File: src/rtl/abump_pkg.sv
// ----------------------------------------------------------------------------
// Arena bump allocator package
// Shared constants, command and status codes, and the stack control word
// passed from the allocation logic to the size stack.
// ----------------------------------------------------------------------------
`default_nettype none

package abump_pkg;

   // Width of addresses, sizes and offsets
   localparam int DATA_W = 32;

   // Depth of the stack of padded block sizes
   localparam int STACK_DEPTH = 64;
   localparam int CNT_W       = $clog2(STACK_DEPTH + 1);
   localparam int IDX_W       = (STACK_DEPTH > 1) ? $clog2(STACK_DEPTH) : 1;
   localparam logic [CNT_W-1:0] DEPTH_COUNT = CNT_W'(STACK_DEPTH);

   // Configuration register widths and reset values
   localparam int ALIGN_W   = 3;
   localparam int CSR_IDX_W = 2;
   localparam logic [DATA_W-1:0]  CAPACITY_RESET = DATA_W'(4096);
   localparam logic [DATA_W-1:0]  BASE_RESET     = '0;
   localparam logic [ALIGN_W-1:0] ALIGN_RESET    = ALIGN_W'(3);

   // Request commands
   typedef enum logic [1:0] {
      CMD_ALLOC     = 2'd0,
      CMD_FREE_ADDR = 2'd1,
      CMD_FREE_SIZE = 2'd2,
      CMD_REALLOC   = 2'd3
   } cmd_type;

   // Response status codes
   typedef enum logic [2:0] {
      ST_OK      = 3'd0,
      ST_ZERO    = 3'd1,
      ST_NOSPACE = 3'd2,
      ST_RING    = 3'd3,
      ST_NOTTOP  = 3'd4,
      ST_FULL    = 3'd5,
      ST_UNDER   = 3'd6
   } status_type;

   // Configuration register indexes
   typedef enum logic [CSR_IDX_W-1:0] {
      CSR_MODE     = 2'd0,
      CSR_CAPACITY = 2'd1,
      CSR_BASE     = 2'd2,
      CSR_ALIGN    = 2'd3
   } csr_index_type;

   // Stack operation for one word; a pop and a push together replace the top
   typedef struct packed {
      logic              push;
      logic              pop;
      logic [DATA_W-1:0] data;
   } stack_ctl_type;

endpackage

`default_nettype wire

File: src/rtl/arena_bump_allocator.sv
// An accepted request word passes through the input register, then the result
// register, before its result appears on the response side.
// Throughput: one request per cycle unless the response stalls; the offset
// and stack top update in the same cycle a request enters the result register.
// Reset clears the used offset, the stack count and both valid flags, and
// loads the configuration defaults; the size memory is not cleared.
// ----------------------------------------------------------------------------
// Arena bump allocator
// Bump allocator over one arena with a stack of padded block sizes, free by
// address of the top block, free by size and reallocation.
// ----------------------------------------------------------------------------
`default_nettype none

module arena_bump_allocator import abump_pkg::*; (
   input  wire logic                  clock,
   input  wire logic                  reset,
   // Request channel
   input  wire logic                  req_tvalid,
   output logic                       req_tready,
   input  wire logic [2*DATA_W-1:0]   req_tdata,   // size [31:0], address [63:32]
   input  wire logic [1:0]            req_tuser,   // cmd [1:0]
   // Response channel
   output logic                       rsp_tvalid,
   input  wire logic                  rsp_tready,
   output logic [2*DATA_W-1:0]        rsp_tdata,   // block_address [31:0], used_bytes [63:32]
   output logic [2:0]                 rsp_tuser,   // status [2:0]
   // Configuration write channel
   input  wire logic                  csr_valid,
   output logic                       csr_ready,
   input  wire logic [CSR_IDX_W-1:0]  csr_index,
   input  wire logic [DATA_W-1:0]     csr_data
);

   // Configuration registers
   logic               mode_ff;
   logic [DATA_W-1:0]  capacity_ff;
   logic [DATA_W-1:0]  base_ff;
   logic [ALIGN_W-1:0] align_ff;

   // Input register
   logic               in_valid_ff;
   logic               in_valid_in;
   cmd_type            in_cmd_ff;
   logic [DATA_W-1:0]  in_size_ff;
   logic [DATA_W-1:0]  in_addr_ff;

   // Result register
   logic               out_valid_ff;
   logic               out_valid_in;
   logic [DATA_W-1:0]  out_block_ff;
   logic [DATA_W-1:0]  out_used_ff;
   status_type         out_status_ff;

   // Allocator state
   logic [DATA_W-1:0]  used_ff;
   logic [DATA_W-1:0]  used_in;

   logic               req_accept;
   logic               advance;
   logic               fire;
   logic [CNT_W-1:0]   stack_count;
   logic [DATA_W-1:0]  stack_top;
   stack_ctl_type      core_ctl;
   stack_ctl_type      stack_ctl;
   logic [DATA_W-1:0]  used_next;
   logic [DATA_W-1:0]  block_address;
   status_type         status;

   // Handshake: a word moves on whenever the result register is free or drains
   assign advance      = !out_valid_ff || rsp_tready;
   assign fire         = in_valid_ff && advance;
   assign req_tready   = !in_valid_ff || advance;
   assign req_accept   = req_tvalid && req_tready;
   assign in_valid_in  = req_accept || (in_valid_ff && !fire);
   assign out_valid_in = fire || (out_valid_ff && !rsp_tready);
   assign csr_ready    = 1'b1;

   // Allocation logic
   abump_core u_core (
      .cmd           (in_cmd_ff),
      .size          (in_size_ff),
      .address       (in_addr_ff),
      .mode          (mode_ff),
      .capacity      (capacity_ff),
      .arena_base    (base_ff),
      .align_log2    (align_ff),
      .used_offset   (used_ff),
      .stack_count   (stack_count),
      .stack_top     (stack_top),
      .used_next     (used_next),
      .stack_ctl     (core_ctl),
      .block_address (block_address),
      .status        (status)
   );

   // Stack and offset change only when the word moves on
   assign stack_ctl = fire ? core_ctl : '0;
   assign used_in   = fire ? used_next : used_ff;

   abump_stack u_stack (
      .clock       (clock),
      .reset       (reset),
      .ctl         (stack_ctl),
      .stack_count (stack_count),
      .stack_top   (stack_top)
   );

   // Control state and configuration
   always_ff @(posedge clock) begin
      if (reset) begin
         in_valid_ff  <= 1'b0;
         out_valid_ff <= 1'b0;
         used_ff      <= '0;
         mode_ff      <= 1'b0;
         capacity_ff  <= CAPACITY_RESET;
         base_ff      <= BASE_RESET;
         align_ff     <= ALIGN_RESET;
      end else begin
         in_valid_ff  <= in_valid_in;
         out_valid_ff <= out_valid_in;
         used_ff      <= used_in;
         if (csr_valid && csr_ready) begin
            case (csr_index_type'(csr_index))
               CSR_MODE:     mode_ff     <= csr_data[0];
               CSR_CAPACITY: capacity_ff <= csr_data;
               CSR_BASE:     base_ff     <= csr_data;
               CSR_ALIGN:    align_ff    <= csr_data[ALIGN_W-1:0];
               default:      mode_ff     <= mode_ff;
            endcase
         end
      end
   end

   // Payload registers
   always_ff @(posedge clock) begin
      if (req_accept) begin
         in_cmd_ff  <= cmd_type'(req_tuser);
         in_size_ff <= req_tdata[DATA_W-1:0];
         in_addr_ff <= req_tdata[2*DATA_W-1:DATA_W];
      end
      if (fire) begin
         out_block_ff  <= block_address;
         out_used_ff   <= used_next;
         out_status_ff <= status;
      end
   end

   assign rsp_tvalid = out_valid_ff;
   assign rsp_tdata  = {out_used_ff, out_block_ff};
   assign rsp_tuser  = out_status_ff;

endmodule

`default_nettype wire

File: src/rtl/abump_stack.sv
// ----------------------------------------------------------------------------
// Size stack
// Holds the padded size of every live block. The top entry is kept in a
// register, and the entry below it is read from the memory every cycle so
// that a pop can refill the top without a stall.
// ----------------------------------------------------------------------------
`default_nettype none

module abump_stack import abump_pkg::*; (
   input  wire logic              clock,
   input  wire logic              reset,
   input  wire stack_ctl_type     ctl,
   output logic [CNT_W-1:0]       stack_count,
   output logic [DATA_W-1:0]      stack_top
);

   logic [DATA_W-1:0] mem [STACK_DEPTH];
   logic [CNT_W-1:0]  count_ff;
   logic [CNT_W-1:0]  count_in;
   logic [DATA_W-1:0] top_ff;
   logic [DATA_W-1:0] top_in;
   logic [DATA_W-1:0] below_ff;
   logic [CNT_W-1:0]  wr_pos;
   logic [CNT_W-1:0]  rd_pos;
   logic [IDX_W-1:0]  wr_idx;
   logic [IDX_W-1:0]  rd_idx;

   // Count after this word; a push goes to the slot above what remains
   assign count_in = count_ff - CNT_W'(ctl.pop) + CNT_W'(ctl.push);
   assign wr_pos   = count_ff - CNT_W'(ctl.pop);
   assign wr_idx   = wr_pos[IDX_W-1:0];

   // Keep the entry just below the next top ready for a following pop
   assign rd_pos = count_in - CNT_W'(2);
   assign rd_idx = rd_pos[IDX_W-1:0];

   // New top: the pushed size, or the prefetched entry after a pop
   always_comb begin
      if (ctl.push) begin
         top_in = ctl.data;
      end else if (ctl.pop) begin
         top_in = below_ff;
      end else begin
         top_in = top_ff;
      end
   end

   // Control state
   always_ff @(posedge clock) begin
      if (reset) begin
         count_ff <= '0;
      end else begin
         count_ff <= count_in;
      end
   end

   // Top register, memory write and registered read
   always_ff @(posedge clock) begin
      top_ff <= top_in;
      if (ctl.push) begin
         mem[wr_idx] <= ctl.data;
      end
      below_ff <= mem[rd_idx];
   end

   assign stack_count = count_ff;
   assign stack_top   = top_ff;

   // The count never passes the depth
   a_count_range: assert property (@(posedge clock) disable iff (reset)
      count_ff <= DEPTH_COUNT)
      else $error("size stack count beyond depth");

   // A pop is only issued on a non-empty stack
   a_pop_nonempty: assert property (@(posedge clock) disable iff (reset)
      ctl.pop |-> count_ff != '0)
      else $error("pop on empty size stack");

   // A push only goes where there is room
   a_push_room: assert property (@(posedge clock) disable iff (reset)
      ctl.push |-> wr_pos < DEPTH_COUNT)
      else $error("push on full size stack");

   // After a plain pop the top is the prefetched entry below
   a_refill: assert property (@(posedge clock) disable iff (reset)
      (ctl.pop && !ctl.push && count_ff > CNT_W'(1)) |=> top_ff == $past(below_ff))
      else $error("size stack top not refilled after pop");

endmodule

`default_nettype wire

File: src/rtl/abump_core.sv
// ----------------------------------------------------------------------------
// Allocation logic
// Works out the result and the next offset and stack operation for one
// request from the current offset, the stack top and the configuration.
// ----------------------------------------------------------------------------
`default_nettype none

module abump_core import abump_pkg::*; (
   input  wire cmd_type           cmd,
   input  wire logic [DATA_W-1:0] size,
   input  wire logic [DATA_W-1:0] address,
   input  wire logic              mode,
   input  wire logic [DATA_W-1:0] capacity,
   input  wire logic [DATA_W-1:0] arena_base,
   input  wire logic [ALIGN_W-1:0] align_log2,
   input  wire logic [DATA_W-1:0] used_offset,
   input  wire logic [CNT_W-1:0]  stack_count,
   input  wire logic [DATA_W-1:0] stack_top,
   output logic [DATA_W-1:0]      used_next,
   output stack_ctl_type          stack_ctl,
   output logic [DATA_W-1:0]      block_address,
   output status_type             status
);

   logic [DATA_W-1:0] top_start;
   logic              top_match;
   logic              pop_under;
   logic [DATA_W-1:0] used_pop;
   logic              realloc_pop;
   logic [DATA_W-1:0] alloc_base;
   logic [CNT_W-1:0]  alloc_count;
   logic [DATA_W:0]   fit_sum;
   logic              overflow;
   logic              wrap;
   logic [DATA_W-1:0] prev;
   logic [DATA_W:0]   next_raw;
   logic [7:0]        amask;
   logic [DATA_W+1:0] next_round;
   logic [DATA_W-1:0] next_sat;
   status_type        alloc_status;

   // Top block start and whether the request names it
   assign top_start = used_offset - stack_top;
   assign top_match = (stack_count != '0) && ((arena_base + top_start) == address);
   assign pop_under = stack_top > used_offset;
   assign used_pop  = pop_under ? '0 : top_start;

   // A reallocation of the top block pops it before allocating
   assign realloc_pop = (cmd == CMD_REALLOC) && (size != '0) && top_match;
   assign alloc_base  = realloc_pop ? used_pop : used_offset;
   assign alloc_count = realloc_pop ? stack_count - CNT_W'(1) : stack_count;

   // Fit check; a circular arena restarts at zero when the block does not fit
   assign fit_sum  = {1'b0, alloc_base} + {1'b0, size};
   assign overflow = fit_sum > {1'b0, capacity};
   assign wrap     = mode && overflow;
   assign prev     = wrap ? '0 : alloc_base;
   assign next_raw = wrap ? {1'b0, size} : fit_sum;

   // Round the new offset up to the alignment and saturate at all ones
   assign amask      = ~(8'hFF << align_log2);
   assign next_round = ({1'b0, next_raw} + (DATA_W+2)'(amask)) & ~((DATA_W+2)'(amask));
   assign next_sat   = (next_round[DATA_W+1:DATA_W] != 2'b00) ? '1
                                                             : next_round[DATA_W-1:0];

   // Allocation status in order of precedence
   always_comb begin
      if (size == '0) begin
         alloc_status = ST_ZERO;
      end else if (alloc_count >= DEPTH_COUNT) begin
         alloc_status = ST_FULL;
      end else if (!mode && overflow) begin
         alloc_status = ST_NOSPACE;
      end else if (mode && (size > capacity)) begin
         alloc_status = ST_RING;
      end else begin
         alloc_status = ST_OK;
      end
   end

   // Result and state update per command
   always_comb begin
      used_next      = used_offset;
      stack_ctl      = '0;
      block_address  = '0;
      status         = ST_OK;
      case (cmd)
         CMD_ALLOC: begin
            status = alloc_status;
            if (alloc_status == ST_OK) begin
               used_next      = next_sat;
               stack_ctl.push = 1'b1;
               stack_ctl.data = next_sat - prev;
               block_address  = arena_base + prev;
            end
         end
         CMD_FREE_ADDR: begin
            if (top_match) begin
               stack_ctl.pop = 1'b1;
               used_next     = used_pop;
               status        = pop_under ? ST_UNDER : ST_OK;
            end else begin
               status = ST_NOTTOP;
            end
         end
         CMD_FREE_SIZE: begin
            if (size > used_offset) begin
               used_next = '0;
               status    = ST_UNDER;
            end else begin
               used_next = used_offset - size;
            end
         end
         CMD_REALLOC: begin
            if (realloc_pop) begin
               stack_ctl.pop = 1'b1;
               used_next     = used_pop;
            end
            status = alloc_status;
            if (alloc_status == ST_OK) begin
               used_next      = next_sat;
               stack_ctl.push = 1'b1;
               stack_ctl.data = next_sat - prev;
               block_address  = arena_base + prev;
               if (realloc_pop && pop_under) begin
                  status = ST_UNDER;
               end
            end
         end
         default: begin
            status = ST_OK;
         end
      endcase
   end

endmodule

`default_nettype wire
File: config.mk
export PLATFORM = sky130hd
export DESIGN_NAME = arena_bump_allocator
export DESIGN_NICKNAME = d
export VERILOG_FILES = /design/src/rtl/abump_pkg.sv /design/src/rtl/arena_bump_allocator.sv /design/src/rtl/abump_stack.sv /design/src/rtl/abump_core.sv
export SDC_FILE = /design/constraint.sdc
export NUM_CORES = 2
export LEC_CHECK = 0
export CAP_MARGIN = 20
export CORE_MARGIN = 10
export CORE_UTILIZATION = 30
export DETAILED_ROUTE_END_ITERATION = 12
export DONT_BUFFER_PORTS = 1
export PLACE_DENSITY = 0.49
export SLEW_MARGIN = 20
export SYNTH_ARGS = -nofsm -noshare
export SYNTH_HDL_FRONTEND = slang
export SYNTH_HIERARCHICAL = 1
export SYNTH_SLANG_ARGS = --single-unit
File: constraint.sdc
create_clock -name clock -period 31.6 [get_ports clock]
set_input_delay 1.58 -clock clock [delete_from_list [all_inputs] [get_ports clock]]
set_output_delay 1.58 -clock clock [all_outputs]
set_load 0.005 [all_outputs]
==> impl_metrics.csv <==
group,metric,value,unit
sta,fin_skew,0.0924,ns
sta,slew_viol_final,0,
clock_network,tritoncts,"built",
critical_path,critPathKind,"register to register",
power,power.density,59.7,nW/um^2
floorplan,rows,218,
min_path,min_to,"capacity_ff[19]",
finish,mostFrequentLayoutCells,"2213 x edfxtp_1, 538 x mux2i_1, 512 x mux4_2",
critical_path,worst-endpoint-arrival,20.97,ns
clock_network,clk_path_buf_depth,4,
power,clkPwrFrac,0.410,
sta,tns,0,ns
logic_synthesis,syn_nets,6989,
power,p_sw_frac,0.250,
power,ir_drop,0.0484,mV
finish,fill_cells,33800,
power,intPower,5.44,mW
finish,final_common_cell,"edfxtp_1",
routing,dr.pass1.iters,6,
run,drv_cap,0,
placed_design,gp_routability_congestion,0.912,
power,power_frac_comb,0.111,
sta,setup_violations,0,
clock_network,clock-sinks,2354,
logic_synthesis,synth_sequential_area_ratio,0.649,
clock_network,cts_hold_buffers,0,
critical_path,r2r_start,"used_ff[0]",
critical_path,worst_r2r_path_depth,61,
routing,vias_per_cell,5.30,
logic_synthesis,ys_seq_elements,2354,
power,power,7.26,mW
clock_network,clk_latency,0.92,ns
critical_path,endpoint_kind,"register",
global_routing,antenna_found_initial,30,
logic_synthesis,synth_warnings,6,
routing,drc,0,
min_path,min_path_cells,2,
routing,wl_per_cell,29.5,um
power,seq_power_share,0.479,
power,power.static_leakage,39.1,nW
critical_path,slowest_stage,"xnor2_1",
routing,num_vias,61900,
critical_path,cp.required,32.32,ns
min_path,hold_start,"capacity_ff[19]",
sta,hold_viol,0,
logic_synthesis,syn_area_per_cell,16.2,um^2
clock_network,cts_resized,0,
critical_path,max_stage_delay,0.88,ns
finish,area_delta_synth_final,13.8,%
sta,rsz0062_at_grt,"no",
clock_network,cts_buffers,266,
min_path,holdCritPathClass,"register to register",
clock_network,clk_pin_slew,0.06,ns
clock_network,htreeDepth,5,
floorplan,die_h,616,um
floorplan,start_util,0.302,
logic_synthesis,ys.flop_type,"edfxtp_1",
outcome,run_status,"finished, final reports clean",
floorplan,die_x,616,um
global_routing,grt_pass1_wl,482000,um
placed_design,io_buffers,0,
routing,drt_iter0_markers,5837,
finish,fin_nets,7113,
logic_synthesis,async_reset_ff_frac,0,
floorplan,die_area,380000,um^2
global_routing,grt_pass1_vias,61800,
placed_design,place_hpwl,213000,um
finish,drive_gt1_frac,0.186,
sta,worst-slew-pin-transition,1.11,ns
critical_path,startpoint_type,"register",
logic_synthesis,synth_edf_count,2213,
sta,max_freq,0.0494,GHz
global_routing,grt_usage,0.175,
global_routing,grt_overflow,0,
critical_path,rr_endpoint,"u_stack/below_ff[12]",
power,p_switching,1.82,mW
floorplan,ios,175,
floorplan,core_area,353000,um^2
critical_path,crit_fanout,91,
routing,final_antenna_net_count,0,
routing,drt_wl_total,344000,um
sta,min_period,20.25,ns
sta,relSlewSlack,0.253,
logic_synthesis,synthesis.area,107000,um^2
clock_network,cts_setup_buffers,0,
global_routing,grt_max_degree,145,
logic_synthesis,synth_cells,6604,
logic_synthesis,synth_cell_type_count,113,
critical_path,rrSetupSlack,11.35,ns
sta,fin_crit_sh,0.641,
clock_network,clockRootBuffer,"clkbuf_16",
## Yosys cell counts, drive strengths merged (25+ instances only)
master / n / area, um^2
xor2: 94 / 846
o21ai: 169 / 850
mux4: 512 / 11500
a21o: 103 / 773
clkbuf: 146 / 551
buf: 154 / 915
nand2b: 118 / 738
and2: 47 / 294
nand2: 382 / 1430
a32oi: 28 / 245
nor3: 67 / 355
ha: 273 / 3420
xnor2: 118 / 1070
o21a: 31 / 233
dfxtp: 141 / 2820
mux2: 69 / 781
a211oi: 25 / 213
mux2i: 544 / 5460
and3: 37 / 236
nand4: 37 / 231
nor2b: 64 / 415
nor2: 283 / 1060
o21bai: 35 / 263
edfxtp: 2213 / 66500
a31oi: 28 / 175
inv: 198 / 743
o211ai: 37 / 288
a21oi: 286 / 1460
nand3: 94 / 488
## per-stage QoR
step                      hold WS [ns]  std cells   util  setup slack, ns  cell area [um^2]
after floorplan                  0.436       6604      -            14.81            107000
after detailed placement         0.451      11200  0.320            11.49            113000
after global routing             0.474      11700  0.344            10.23            121000
after global placement           0.449      11200  0.320            11.49            113000
final                            0.462      11700  0.344            11.35            121000
after CTS                        0.460      11700  0.343            11.46            121000
## worst max path at each step
stage	startpoint	endpoint	slack, ns	cells after the start
after floorplan	used_ff[0]	u_stack/stack_top[29]	14.81	79
after detailed placement	used_ff[0]	u_stack/below_ff[16]	11.49	62
after global routing	used_ff[0]	u_stack/stack_top[31]	10.23	71
after CTS	used_ff[0]	u_stack/below_ff[16]	11.46	62
after global placement	used_ff[0]	u_stack/below_ff[16]	11.49	64
final	used_ff[0]	u_stack/below_ff[12]	11.35	61
## power by group through the flow
| stage | logic (mW) | clock network (mW) | registers (mW) |
|---|---|---|---|
| 6_report | 0.808 | 2.97 | 3.48 |
| 5_1_grt | 0.877 | 3.17 | 3.48 |
| 4_1_cts | 0.808 | 3.05 | 3.48 |
| 3_5_place_dp | 0.804 | 0 | 3.54 |
| 3_3_place_gp | 0.803 | 0 | 3.54 |
| 2_1_floorplan | 0.563 | 0 | 3.52 |
## cell type report
type | instances | area, um^2 | share of cell area
flip-flops and latches | 2354 | 69300 | 0.570
multi-input cells | 3751 | 35900 | 0.296
clock buffers | 352 | 7190 | 0.0592
well taps | 4730 | 5920 | 0.0487
repair buffers | 156 | 1250 | 0.0103
clock inverters | 125 | 1120 | 0.00924
inverters | 199 | 747 | 0.00615
diodes | 15 | 37.5 | 0.000309
## critical path: cells and delay by family (launching register included)
family,cells,cell delay [ns]
compound gates,15,3.86
mux,4,1.05
fa+ha+maj,8,3.56
buf+inv,12,4.91
simple gates,19,4.29
xor+xnor,3,1.43
flops,1,0.39
## cells by family (layout without fill, tap and decap cells)
family,count (synthesis),in the layout,synth area share
DFF,2354,2354,0.649
and+or+nand+nor,1240,1240,0.0571
muxes,1125,1125,0.167
AOI/OAI and AO/OA,893,893,0.0551
buffers and inverters,499,832,0.0207
adders and majority gates,280,280,0.0333
xor gates and xnor gates,212,212,0.0180
other,1,16,0.0000351
## per-layer routing
metal / global-route usage / wire (um) / up-vias
met5: 0 / 29 / -
met4: 0.0520 / 11500 / 4
met3: 0.0237 / 17400 / 510
met2: 0.286 / 163000 / 2040
met1: 0.242 / 153000 / 33000
li1: - / - / 26300
## flip-flops by register name (all words and copies together), names as in the netlist
| signal | flops |
|---|---|
| out_used_ff | 32 |
| align_ff | 3 |
| rsp_tuser | 3 |
| u_stack/below_ff | 32 |
| in_cmd_ff | 2 |
| in_size_ff | 32 |
| base_ff | 32 |
| in_addr_ff | 32 |
| u_stack/mem | 2048 |
| out_block_ff | 32 |
| u_stack/stack_count | 7 |
| u_stack/stack_top | 32 |
| rsp_tvalid | 1 |
| used_ff | 32 |
| in_valid_ff | 1 |
| capacity_ff | 32 |
| mode_ff | 1 |
No activity file was read; power rests on OpenSTA's default activity.
